--- src/hdl/rsnh_pkg.sv ---
// Package for the ray/sphere nearest-hit block.
// Holds the datapath widths, the multiply operation codes and the
// command and status structs that join the controller and the datapath.
package rsnh_pkg;

    // Widths of the input and output fields.
    localparam int POS_W  = 32;
    localparam int DIR_W  = 18;
    localparam int RAD_IN_W = 31;
    localparam int IDX_W  = 8;
    localparam int DIST_W = 31;

    // Internal widths.
    localparam int V_W     = POS_W + 1;       // origin minus center
    localparam int B_W     = 52;              // signed dot product dir.v
    localparam int MUL_W   = 51;              // unsigned multiplier operand
    localparam int CHUNK_W = 17;              // multiplier bits taken per cycle
    localparam int PROD_W  = 2 * MUL_W;       // full product
    localparam int VV_W    = 2 * POS_W + 2;   // sum of three squares
    localparam int RR_W    = 2 * RAD_IN_W;    // radius squared
    localparam int SHIFT_C = 32;              // alignment of v.v and r^2 to b^2
    localparam int RADC_W  = 104;             // discriminant, even width
    localparam int ROOT_W  = RADC_W / 2;      // square root
    localparam int REM_W   = ROOT_W + 3;      // square root remainder
    localparam int T_W     = B_W + 2;         // signed root of the quadratic
    localparam int T_SHIFT = 16;              // direction fraction bits

    localparam logic [DIST_W-1:0] DIST_MAX = '1;

    // Multiply operations, issued in this order for every item.
    typedef enum logic [2:0] {
        OP_VXX,
        OP_VYY,
        OP_VZZ,
        OP_BX,
        OP_BY,
        OP_BZ,
        OP_RR,
        OP_BB
    } t_op;

    // Commands from the controller to the datapath.
    typedef struct packed {
        logic load_in;
        logic mul_start;
        logic mul_acc;
        t_op  op;
        logic sum;
        logic disc;
        logic root;
        logic upd;
        logic out_load;
    } t_cmd;

    // Status from the datapath to the controller.
    typedef struct packed {
        logic mul_done;
        logic sqrt_done;
        logic disc_ok;
        logic last;
    } t_sts;

endpackage

--- src/hdl/rsnh_ctrl.sv ---
// Controller of the ray/sphere nearest-hit block: sequences the multiplies,
// the discriminant test, the square root, the update and the result beat.
// Depends on rsnh_pkg.
module rsnh_ctrl import rsnh_pkg::*; (
    input  logic i_clk,
    input  logic i_rst_n,
    input  logic i_in_valid,
    output logic o_in_ready,
    output logic o_out_valid,
    input  logic i_out_ready,
    input  t_sts i_sts,
    output t_cmd o_cmd
);

    typedef enum logic [3:0] {
        S_IDLE,
        S_MUL,
        S_MWAIT,
        S_SUM,
        S_DISC,
        S_SQRT,
        S_ROOT,
        S_UPD,
        S_OUT
    } t_state;

    t_state r_state, n_state;
    t_op    r_op, n_op;
    logic   r_out_valid, n_out_valid;

    // Next state and commands.
    always_comb begin
        n_state     = r_state;
        n_op        = r_op;
        n_out_valid = r_out_valid;
        o_cmd       = '0;
        o_cmd.op    = r_op;
        if (r_out_valid && i_out_ready) begin
            n_out_valid = 1'b0;
        end
        case (r_state)
            S_IDLE: begin
                if (i_in_valid) begin
                    o_cmd.load_in = 1'b1;
                    n_op          = OP_VXX;
                    n_state       = S_MUL;
                end
            end
            S_MUL: begin
                o_cmd.mul_start = 1'b1;
                n_state         = S_MWAIT;
            end
            S_MWAIT: begin
                if (i_sts.mul_done) begin
                    o_cmd.mul_acc = 1'b1;
                    if (r_op == OP_BB) begin
                        n_state = S_SUM;
                    end else begin
                        n_op    = t_op'(r_op + 3'd1);
                        n_state = S_MUL;
                    end
                end
            end
            S_SUM: begin
                o_cmd.sum = 1'b1;
                n_state   = S_DISC;
            end
            S_DISC: begin
                o_cmd.disc = 1'b1;
                n_state    = i_sts.disc_ok ? S_SQRT : S_UPD;
            end
            S_SQRT: begin
                if (i_sts.sqrt_done) begin
                    n_state = S_ROOT;
                end
            end
            S_ROOT: begin
                o_cmd.root = 1'b1;
                n_state    = S_UPD;
            end
            S_UPD: begin
                o_cmd.upd = 1'b1;
                n_state   = i_sts.last ? S_OUT : S_IDLE;
            end
            S_OUT: begin
                // Wait until the result register is free.
                if (!r_out_valid || i_out_ready) begin
                    o_cmd.out_load = 1'b1;
                    n_out_valid    = 1'b1;
                    n_state        = S_IDLE;
                end
            end
            default: n_state = S_IDLE;
        endcase
    end

    // State and registered outputs.
    always_ff @(posedge i_clk) begin
        if (!i_rst_n) begin
            r_state     <= S_IDLE;
            r_op        <= OP_VXX;
            r_out_valid <= 1'b0;
        end else begin
            r_state     <= n_state;
            r_op        <= n_op;
            r_out_valid <= n_out_valid;
        end
    end

    assign o_in_ready  = (r_state == S_IDLE);
    assign o_out_valid = r_out_valid;

endmodule

--- config.mk ---
export PLATFORM = sky130hd
export DESIGN_NAME = rsnh_ctrl
export DESIGN_NICKNAME = d
export VERILOG_FILES = /design/src/hdl/rsnh_pkg.sv /design/src/hdl/rsnh_ctrl.sv
export SDC_FILE = /design/constraint.sdc
export NUM_CORES = 1
export LEC_CHECK = 0
export ABC_AREA = 1
export ABC_CLOCK_PERIOD_IN_PS = 2100
export BUFFER_PORTS_ARGS = -buffer_cell sky130_fd_sc_hd__buf_2
export CORE_MARGIN = 3
export CORE_UTILIZATION = 25
export DETAILED_ROUTE_END_ITERATION = 12
export PLACE_DENSITY = 0.49
export RECOVER_POWER = 100
export SLEW_MARGIN = 30
export SYNTH_ARGS = -nofsm -noshare
export SYNTH_HDL_FRONTEND = slang
export SYNTH_SLANG_ARGS = --single-unit
--- constraint.sdc ---
create_clock -name i_clk -period 2.1 [get_ports i_clk]
set_clock_uncertainty 0.2 [all_clocks]
set_input_delay 0.525 -clock i_clk [delete_from_list [all_inputs] [get_ports i_clk]]
set_output_delay 0.525 -clock i_clk [all_outputs]
set_load 0.1 [all_outputs]
==> results.md, run 1 <==
Status:
- The flow ran to the end, and the final reports show no timing, DRC or antenna violations.

Floorplan:
- Pin placement for this block handled 21 I/O pins.
- The floorplan step set the die height to 52.93 µm.
- Once the floorplan was initialized, standard cells occupied 27.23% of the core.
- The die span in x is 52.93 µm.
- The die covers 2801 µm².
- The floorplan has 16 rows.
- In this run the standard cell core region covers 2022 µm².

Critical path:
- The cell class contributing the biggest share of worst-path delay is flip-flops.
- The required time reported for the critical path endpoint is 1.37 ns.
- The worst-path cell with the longest stage delay is sky130_fd_sc_hd__dfxtp_2.
- The critical path starts at r_state[1]$_SDFFE_PN0P_.
- For the worst setup path, the data arrival time is 1.29 ns.
- The critical path goes through nor2_4 > inv_1 > nor3_2 > buf_12.
- The delay of the slowest cell on the worst path is 0.36 ns.
- In this run the worst path has a maximum fanout of 5.
- In this run the critical register-to-register path is captured at r_op[1]$_SDFFE_PN0P_.
- The worst setup path is captured at an output port.
- The startpoint type of the worst setup path is a register.
- The logic depth of the worst register-to-register path is 8.
- For flop-to-flop paths, the worst setup slack is 0.43 ns.
- The start-to-end type of the worst setup path is register to output port.
- The reg-to-reg startpoint is r_op[0]$_SDFFE_PN0P_.
- The buffer and inverter count on the worst path is 2.

Detailed routing:
- Wires add up to 1386 µm.
- The number of antenna-violating nets in the routed design is 0.
- After detailed routing, the average wire length per cell comes to 10.12 µm.
- The count of routing violations after the opening detailed-route iteration is 8.
- The number of vias per cell is 4.263.
- The number of detailed-route iterations in the first pass is 4.
- After detailed routing, the number of remaining DRC violations is 0.
- The total number of vias is 584.

Synthesis:
- The netlist uses 15 different library cells.
- After synthesis, the mean cell area works out to 6.401 µm².
- Sequential elements use 29.09% of the synthesized area.
- For this run, the number of Yosys warnings is 0.
- Synthesis produced a netlist with a net count of 96.
- Synthesis inferred 8 register bits.
- In this run the cell area of the synthesized design comes to 550.5 µm².
- Synthesis handed over a netlist of 86 instances.

Min path:
- The worst hold path cell count is 2.
- The path with the worst hold slack has its endpoint at r_op[1]$_SDFFE_PN0P_.
- The hold path startpoint is r_op[1]$_SDFFE_PN0P_.
- The tightest min-delay check is of the register to register type.

STA:
- The minimum setup slack in the final design is 0.08615 ns.
- For this run, the top clock speed supported by timing is 0.4966 GHz.
- Counting I/O delays and the setup requirement, the final critical path takes 2.014 ns.
- The final critical-path share of the clock period is 95.90%.
- The final max-slew violation count was 0.
- Setup repair after global routing left no endpoint under its margin.
- The final number of setup-violating endpoints is 0.
- The worst pin sits at a relative slew slack of 63.95%.
- The transition time at the pin with the least slew margin is 0.5431 ns.
- The total count of hold-check failures in the final report is 0.

Clock tree:
- The root buffer cell chosen for the clock tree is sky130_fd_sc_hd__clkbuf_4.
- The hold buffer count at CTS is 0.
- The clock transition at the registers of the reported paths is 0.06 ns.
- In this run the number of H-tree levels came out at 1.
- Counting every sink on the clock net gives 8.
- The TritonCTS buffer count is 3.
- At the later pin of the worst-skew pair, clock insertion delay measures 0.25 ns.
- The maximum buffer depth of the clock tree is 2.
- The clock tree from TritonCTS is done.

Job:
- The count of maximum capacitance violations is 0.

Power:
- Cell internal power was estimated by the tool at 319.8 µW.
- The total power density per cell area is 801.4 nW/µm².
- VDD sags by at most 370.6 µV.
- The switching power share of the total is 49.94%.
- The net load switching power is 318.9 µW.
- The proportion of power drawn by the clock network is 18.6%.
- The sequential fraction of design power is 29.4%.
- The part of the power in combinational logic is 52.0%.
- The analysis attributes to cell leakage a power of 0.3818 nW.

Final layout:
- The most common cell after layout, fill and taps aside is sky130_fd_sc_hd__nand2_1.
- Once layout is complete, the cells apart from fillers number 137.
- In the layout the commonest cells are 19 x sky130_fd_sc_hd__nand2_1, 16 x sky130_fd_sc_hd__nor2_1, 11 x sky130_fd_sc_hd__inv_1.
- The net total in the final layout is 122.
- The end-of-flow core utilization is 39.42%.
- Of the cells placed in the final design, the portion with a size suffix greater than 1 is 43.64%.
- The multi-input combinational cells in the finished layout cover a total of 347.8 µm².
- The layout overhead on the synthesized area is 44.77%.
- The number of inserted diodes is 0.
- The number of inserted filler cells in the final layout is 228.
- The area taken by flip-flops and latches is 165.2 µm².

GRT:
- The aggregate global routing overflow is 0.
- The wire length of the first global-routing pass is 2297 µm.
- The number of global-route vias before repair is 563.
- The number of antenna violations at the first check in global routing came to 0.
- Entering global routing, the biggest net connects 7 pins.
- The overall track demand over capacity in global routing is 11.06%.

Place:
- OpenSTA, run right after detailed placement, puts the worst setup slack at 0.2253 ns.
- The total instance count after detailed placement is 133.
- The count of input and output buffers is 20.
- The final estimated routing congestion in global placement is 0.7920.
- The detailed-placement wirelength estimate is 1139 µm.
cell families (layout without fill, tap and decap cells):
family	after synthesis	after routing	share of synthesized area (%)
DFF	8	8	29.09
AOI/OAI and AO/OA	6	6	6.817
buffers and inverters	14	38	9.545
adders and majority gates	2	2	4.545
and+or+nand+nor	56	56	50.00
synth_stat cells:
cell | instances | area, µm²
sky130_fd_sc_hd__nor2_2 | 8 | 50.05
sky130_fd_sc_hd__nand2_1 | 19 | 71.32
sky130_fd_sc_hd__nor2_4 | 2 | 22.52
sky130_fd_sc_hd__dfxtp_1 | 8 | 160.2
sky130_fd_sc_hd__nand3_2 | 2 | 20.02
sky130_fd_sc_hd__inv_1 | 11 | 41.29
sky130_fd_sc_hd__o211ai_2 | 1 | 12.51
sky130_fd_sc_hd__nor2_1 | 16 | 60.06
sky130_fd_sc_hd__a21oi_1 | 5 | 25.02
sky130_fd_sc_hd__nor3_1 | 2 | 10.01
sky130_fd_sc_hd__nand2_2 | 3 | 18.77
sky130_fd_sc_hd__nand3_1 | 3 | 15.01
sky130_fd_sc_hd__ha_1 | 2 | 25.02
sky130_fd_sc_hd__nand3b_1 | 1 | 7.510
sky130_fd_sc_hd__inv_2 | 3 | 11.26
metrics by stage:
step                      power [mW]  setup TNS [ns]  hold WS, ns  area, µm²
after global placement        0.5447               0       0.2864      848.3
after floorplan               0.4547          -2.438       0.3886      579.3
after detailed placement      0.5462               0       0.2924      848.3
final                         0.6387               0       0.3075      797.0
after CTS                     0.6720               0       0.3107      875.8
after global routing          0.6821               0       0.3360      797.0
power by group through the flow:
stage	registers (mW)	logic, mW	clock network [mW]
2_1_floorplan	0.255	0.200	0
3_3_place_gp	0.188	0.357	0
3_5_place_dp	0.189	0.357	0
4_1_cts	0.187	0.360	0.125
5_1_grt	0.192	0.355	0.135
6_report	0.188	0.332	0.119
metal layers:
layer	track usage, %	vias to the layer above	wire length (µm)
li1	-	313	-
met4	7.234	0	18
met1	13.49	252	610
met2	18.39	17	693
met3	0.8451	2	63
met5	0	-	0
how the worst max path moves through the flow:
| stage | to | cells after the start |
|---|---|---|
| after floorplan | o_cmd[4] | 2 |
| after global placement | o_cmd[10] | 4 |
| after detailed placement | o_cmd[10] | 4 |
| after CTS | o_cmd[1] | 3 |
| after global routing | o_cmd[10] | 4 |
| final | o_cmd[10] | 4 |
sequential cells by signal, indices dropped and copies added, names as in the netlist:
name	cells
o_out_valid	1
r_state	4
r_op	3
area by class of cell:
| type | instances | share of cell area (%) |
|---|---|---|
| Timing Repair Buffer | 21 | 21.98 |
| Multi-Input combinational cell | 64 | 43.64 |
| Inverter | 14 | 6.593 |
| Clock buffer | 3 | 2.826 |
| Tap cell | 27 | 4.239 |
| Sequential cell | 8 | 20.72 |
tightest hold or removal path, cell delays in order (launching register included):
cell and delay (ns):
sky130_fd_sc_hd__dfxtp_2 0.34, sky130_fd_sc_hd__nor2_1 0.05, sky130_fd_sc_hd__nor2_2 0.09
timing repair:
action / 4_1_cts / 5_1_grt
pin swaps: 0 / 1
setup endpoints to repair: 1 / 7
gates resized for setup: 1 / 4
setup buffers: 0 / 1
(Power assumes the default switching activity.)
==> run 2: changes to the inputs <==
--- a/config.mk
+++ b/config.mk
@@ -5,13 +5,12 @@
 export SDC_FILE = /design/constraint.sdc
 export NUM_CORES = 1
 export LEC_CHECK = 0
-export ABC_AREA = 1
 export ABC_CLOCK_PERIOD_IN_PS = 2100
 export BUFFER_PORTS_ARGS = -buffer_cell sky130_fd_sc_hd__buf_2
 export CORE_MARGIN = 3
 export CORE_UTILIZATION = 25
 export DETAILED_ROUTE_END_ITERATION = 12
-export PLACE_DENSITY = 0.49
+export PLACE_DENSITY = 0.5
 export RECOVER_POWER = 100
 export SLEW_MARGIN = 30
 export SYNTH_ARGS = -nofsm -noshare
==> results.md, run 2 <==
Status:
- Run status: finished, violations left (was completed).
- The checks that failed: negative setup slack.

Critical path:
- The start-to-end type of the worst setup path is register to output port (unchanged).
- The required time reported for the critical path endpoint came to 1.37 ns (about the same).
- The worst-path maximum fanout came to 5 (unchanged).
- The slack of the worst reg-to-reg path is 0.34 ns (was 0.43 ns).
- The capturing element type of the critical path is an output port (unchanged).
- The data arrival time of the critical path is 1.38 ns (was 1.29 ns).
- The startpoint type of the worst setup path is a register (unchanged).

Synthesis:
- The most used standard cell by instance count after synthesis is sky130_fd_sc_hd__dfxtp_1 (was sky130_fd_sc_hd__nand2_1).
- The combinational family with the most area after synthesis is simple AND/OR/NAND/NOR gates (unchanged).
- The xor and xnor area share after synthesis is 1.651% (was 0%).
- Top cells by count, synth: 8 x sky130_fd_sc_hd__dfxtp_1, 5 x sky130_fd_sc_hd__nand2_1, 5 x sky130_fd_sc_hd__nand2b_1 (was 19 x sky130_fd_sc_hd__nand2_1, 16 x sky130_fd_sc_hd__nor2_1, 11 x sky130_fd_sc_hd__inv_1, 8 x sky130_fd_sc_hd__dfxtp_1, 8 x sky130_fd_sc_hd__nor2_2).
- The total of flip-flops plus latches after synthesis was 8 (unchanged).
- The synthesized netlist cell count was 61 (was 86).
- The multiplexer area fraction after synthesis is 7.547% (was 0%).
- The compound-gate portion of the synthesized area was 16.04% (was 6.818%).
- The biggest area consumer among synthesized cells is sky130_fd_sc_hd__dfxtp_1 (unchanged).
- The flip-flop cell with the highest count after synthesis is sky130_fd_sc_hd__dfxtp_1 (unchanged).
- The portion of the post-synthesis area used by sequential elements was 30.19% (was 29.09%).
- The number of enable-type register cells in the synthesized netlist is 0 (unchanged).
- The synthesized-area fraction occupied by adder cells came to 4.717% (was 4.545%).
- The area fraction in and, or, nand and nor cells after synthesis is 36.79% (was 50.00%).
- The number of different library cells in the post-synthesis netlist was 29 (was 15).
- The top cell type's share of synthesized area came to 30.19% (was 29.09%).
- The async set or reset register ratio after synthesis is 0% (unchanged).
- Ranking of synthesized cells by area: sky130_fd_sc_hd__dfxtp_1 30%, sky130_fd_sc_hd__mux2i_1 7.5%, sky130_fd_sc_hd__nand2b_1 5.9% (was sky130_fd_sc_hd__dfxtp_1 29%, sky130_fd_sc_hd__nand2_1 13%, sky130_fd_sc_hd__nor2_1 11%).
- The number of warnings printed during yosys synthesis is 0 (unchanged).
- The synthesized netlist net count is 71 (was 96).
- The post-synthesis instance area is 530.5 µm² (was 550.5 µm²).
- The average cell area after synthesis is 8.697 µm² (was 6.401 µm²).

GRT:
- The number of antenna violations at the first check in global routing is 0 (unchanged).
- The largest net degree at the start of global routing was 11 (was 7).
- The aggregate global routing overflow was 0 (unchanged).
- The number of global-route vias before repair came to 536 (was 563).
- The wire length of the first global-routing pass is 2359 µm (was 2297 µm).
- The overall track demand over capacity in global routing is 11.65% (was 11.06%).

Place:
- The total instance count after detailed placement came to 111 (was 133).
- The final estimated routing congestion in global placement is 0.7603 (was 0.7920).
- The count of input and output buffers is 20 (unchanged).
- The detailed-placement wirelength estimate is 1053 µm (was 1139 µm).
- The cell area reported after detailed placement is 935.9 µm² (was 848.3 µm²).

Power:
- The total power density per cell area is 477.8 nW/µm² (was 801.4 nW/µm²).
- The sequential fraction of design power is 34.2% (was 29.4%).
- The part of the power in combinational logic is 41.8% (was 52.0%).
- The switching power share of the total is 36.51% (was 49.94%).
- The leakage component of the power is 0.4173 nW (was 0.3818 nW).
- The peak supply drop is 278.1 µV (was 370.6 µV).
- The cell-internal power is 303.7 µW (was 319.8 µW).
- The net load switching power is 174.6 µW (was 318.9 µW).
- The proportion of power drawn by the clock network is 24.1% (was 18.6%).

Floorplan:
- The die outline height is 52.07 µm (was 52.93 µm).
- The number of top-level design ports is 21 (unchanged).
- The starting density of the core is 26.77% (was 27.23%).
- The total die area is 2711 µm² (was 2801 µm²).
- The count of standard-cell rows was 16 (unchanged).
- The area of the core is 1982 µm² (was 2022 µm²).
- The die span in x is 52.07 µm (was 52.93 µm).

Clock tree:
- The maximum buffer depth of the clock tree is 2 (unchanged).
- The number of H-tree levels is 1 (unchanged).
- The clock tree from TritonCTS is done (unchanged).
- The TritonCTS buffer count is 3 (unchanged).
- The clock transition at the registers of the reported paths came to 0.05 ns (was 0.06 ns).
- The clock root buffer is sky130_fd_sc_hd__clkbuf_4 (unchanged).
- The clock latency on the worst-skew pair is 0.25 ns (about the same).
- The number of clock sinks seen by CTS is 8 (unchanged).

STA:
- The shortest clock period the worst path allows after layout came to 2.107 ns (was 2.014 ns).
- The remaining max-slew budget at the tightest pin is 64.18% (was 63.95%).
- Setup repair after global routing missed its margin: yes (was no).
- The final max-slew violation count is 0 (unchanged).
- The transition time at the pin with the least slew margin is 0.5397 ns (was 0.5431 ns).
- The final critical-path share of the clock period is 100.3% (was 95.90%).
- The sum of negative setup slack is -0.006895 ns (was 0 ns).
- The tightest hold margin is 0.2680 ns (was 0.3075 ns).
- The achievable clock frequency is 0.4746 GHz (was 0.4966 GHz).
- The minimum setup slack in the final design is -0.006895 ns (was 0.08615 ns).
- The final number of setup-violating endpoints was 1 (was 0).
- The total count of hold-check failures in the final report was 0 (unchanged).

Detailed routing:
- The number of antenna-violating nets in the routed design is 0 (unchanged).
- The number of detailed-route iterations in the first pass is 4 (unchanged).
- The count of routing violations after the opening detailed-route iteration is 5 (was 8).
- The total number of vias came to 564 (was 584).
- The routed length per placed instance came to 11.37 µm (was 10.12 µm).
- The residual DRC count is 0 (unchanged).
- The wire length after detailed routing is 1364 µm (was 1386 µm).
- The number of vias per cell came to 4.700 (was 4.263).

Final layout:
- The layout overhead on the synthesized area is 88.68% (was 44.77%).
- The register with the highest flop count is r_state (unchanged).
- The net total in the final layout was 105 (was 122).
- The number of inserted filler cells in the final layout is 179 (was 228).
- The most common cell after layout, fill and taps aside is sky130_fd_sc_hd__buf_4 (was sky130_fd_sc_hd__nand2_1).
- The area of all placed cells without fillers is 1001 µm² (was 797.0 µm²).
- The number of cells in the finished layout apart from fillers was 120 (was 137).
- The number of flip-flops under the largest register name was 4 (unchanged).
- The number of inserted diodes came to 0 (unchanged).
- The share of layout cells above drive strength 1 is 60.22% (was 43.64%).
- Leading cell types in the layout, fill and taps excluded: 11 x sky130_fd_sc_hd__buf_4, 7 x sky130_fd_sc_hd__buf_2, 5 x sky130_fd_sc_hd__nand2_1, 5 x sky130_fd_sc_hd__buf_12 (was 19 x sky130_fd_sc_hd__nand2_1, 16 x sky130_fd_sc_hd__nor2_1, 11 x sky130_fd_sc_hd__inv_1).

Min path:
- The worst min-delay path class was register to register (unchanged).

Job:
- The count of maximum capacitance violations is 0 (unchanged).
[run 2: layout make-up]
type                            count  area [µm²]  area share, %
Sequential cell                     8       175.2          17.50
Tap cell                           27       33.78          3.375
Clock buffer                        3       22.52          2.250
Timing Repair Buffer               33       312.8          31.25
Multi-Input combinational cell     49       456.7          45.63
[run 2: power groups by stage]
stage	Clock [mW]	Sequential, mW	Combinational [mW]
5_1_grt	0.128	0.164	0.210
6_report	0.115	0.163	0.200
2_1_floorplan	0	0.168	0.136
4_1_cts	0.123	0.163	0.206
3_3_place_gp	0	0.169	0.196
3_5_place_dp	0	0.169	0.196
[run 2: metrics by stage]
| step | total power, mW | util, % | worst slack (ns) |
|---|---|---|---|
| after floorplan | 0.3039 | - | -0.5133 |
| after global placement | 0.3645 | 47.22 | 0.1704 |
| after detailed placement | 0.3654 | 47.22 | 0.1349 |
| after CTS | 0.4923 | 52.02 | -0.01845 |
| after global routing | 0.5027 | 50.51 | -0.04786 |
| final | 0.4783 | 50.51 | -0.006895 |
[run 2: worst max-delay path, stage by stage (launching register included)]
cell and delay [ns]:
sky130_fd_sc_hd__dfxtp_4 0.37, sky130_fd_sc_hd__or2_4 0.28, sky130_fd_sc_hd__nor3_4 0.14, sky130_fd_sc_hd__and2_4 0.18, sky130_fd_sc_hd__buf_12 0.16
[run 2: timing repair]
item | 4_1_cts | 5_1_grt
setup buffers | 6 | 0
hold buffers | 0 | 0
pin swaps | 4 | 4
resized for setup | 9 | 0
endpoints found under the setup margin | 8 | 5
[run 2: final timing paths]
kind / startpoint / end / cells after the start
worst min-delay path: r_op[1]$_SDFFE_PN0P_ / r_op[1]$_SDFFE_PN0P_ / 2
worst max-delay path: r_state[2]$_SDFFE_PN0P_ / o_cmd[10] / 4
worst max register to register: r_op[0]$_SDFFE_PN0P_ / r_op[1]$_SDFFE_PN0P_ / 4
worst min register to register: r_op[1]$_SDFFE_PN0P_ / r_op[1]$_SDFFE_PN0P_ / 2
[run 2: cells by family (layout without fill, tap and decap cells)]
kind of cell / Yosys count / count (layout)
DFF: 8 / 8
adders and majority gates: 2 / 2
xor gates and xnor gates: 1 / 1
and+or+nand+nor: 33 / 33
AOI/OAI and AO/OA: 9 / 9
buffers and inverters: 4 / 36
muxes: 4 / 4
[run 2: metal layers]
layer | track usage [%] | share of wire (%) | vias to the layer above
met3 | 2.865 | 8.1 | 3
met4 | 5.677 | 1.8 | 0
met2 | 17.36 | 48 | 18
met5 | 0 | 0 | -
li1 | - | - | 282
met1 | 15.45 | 42 | 261
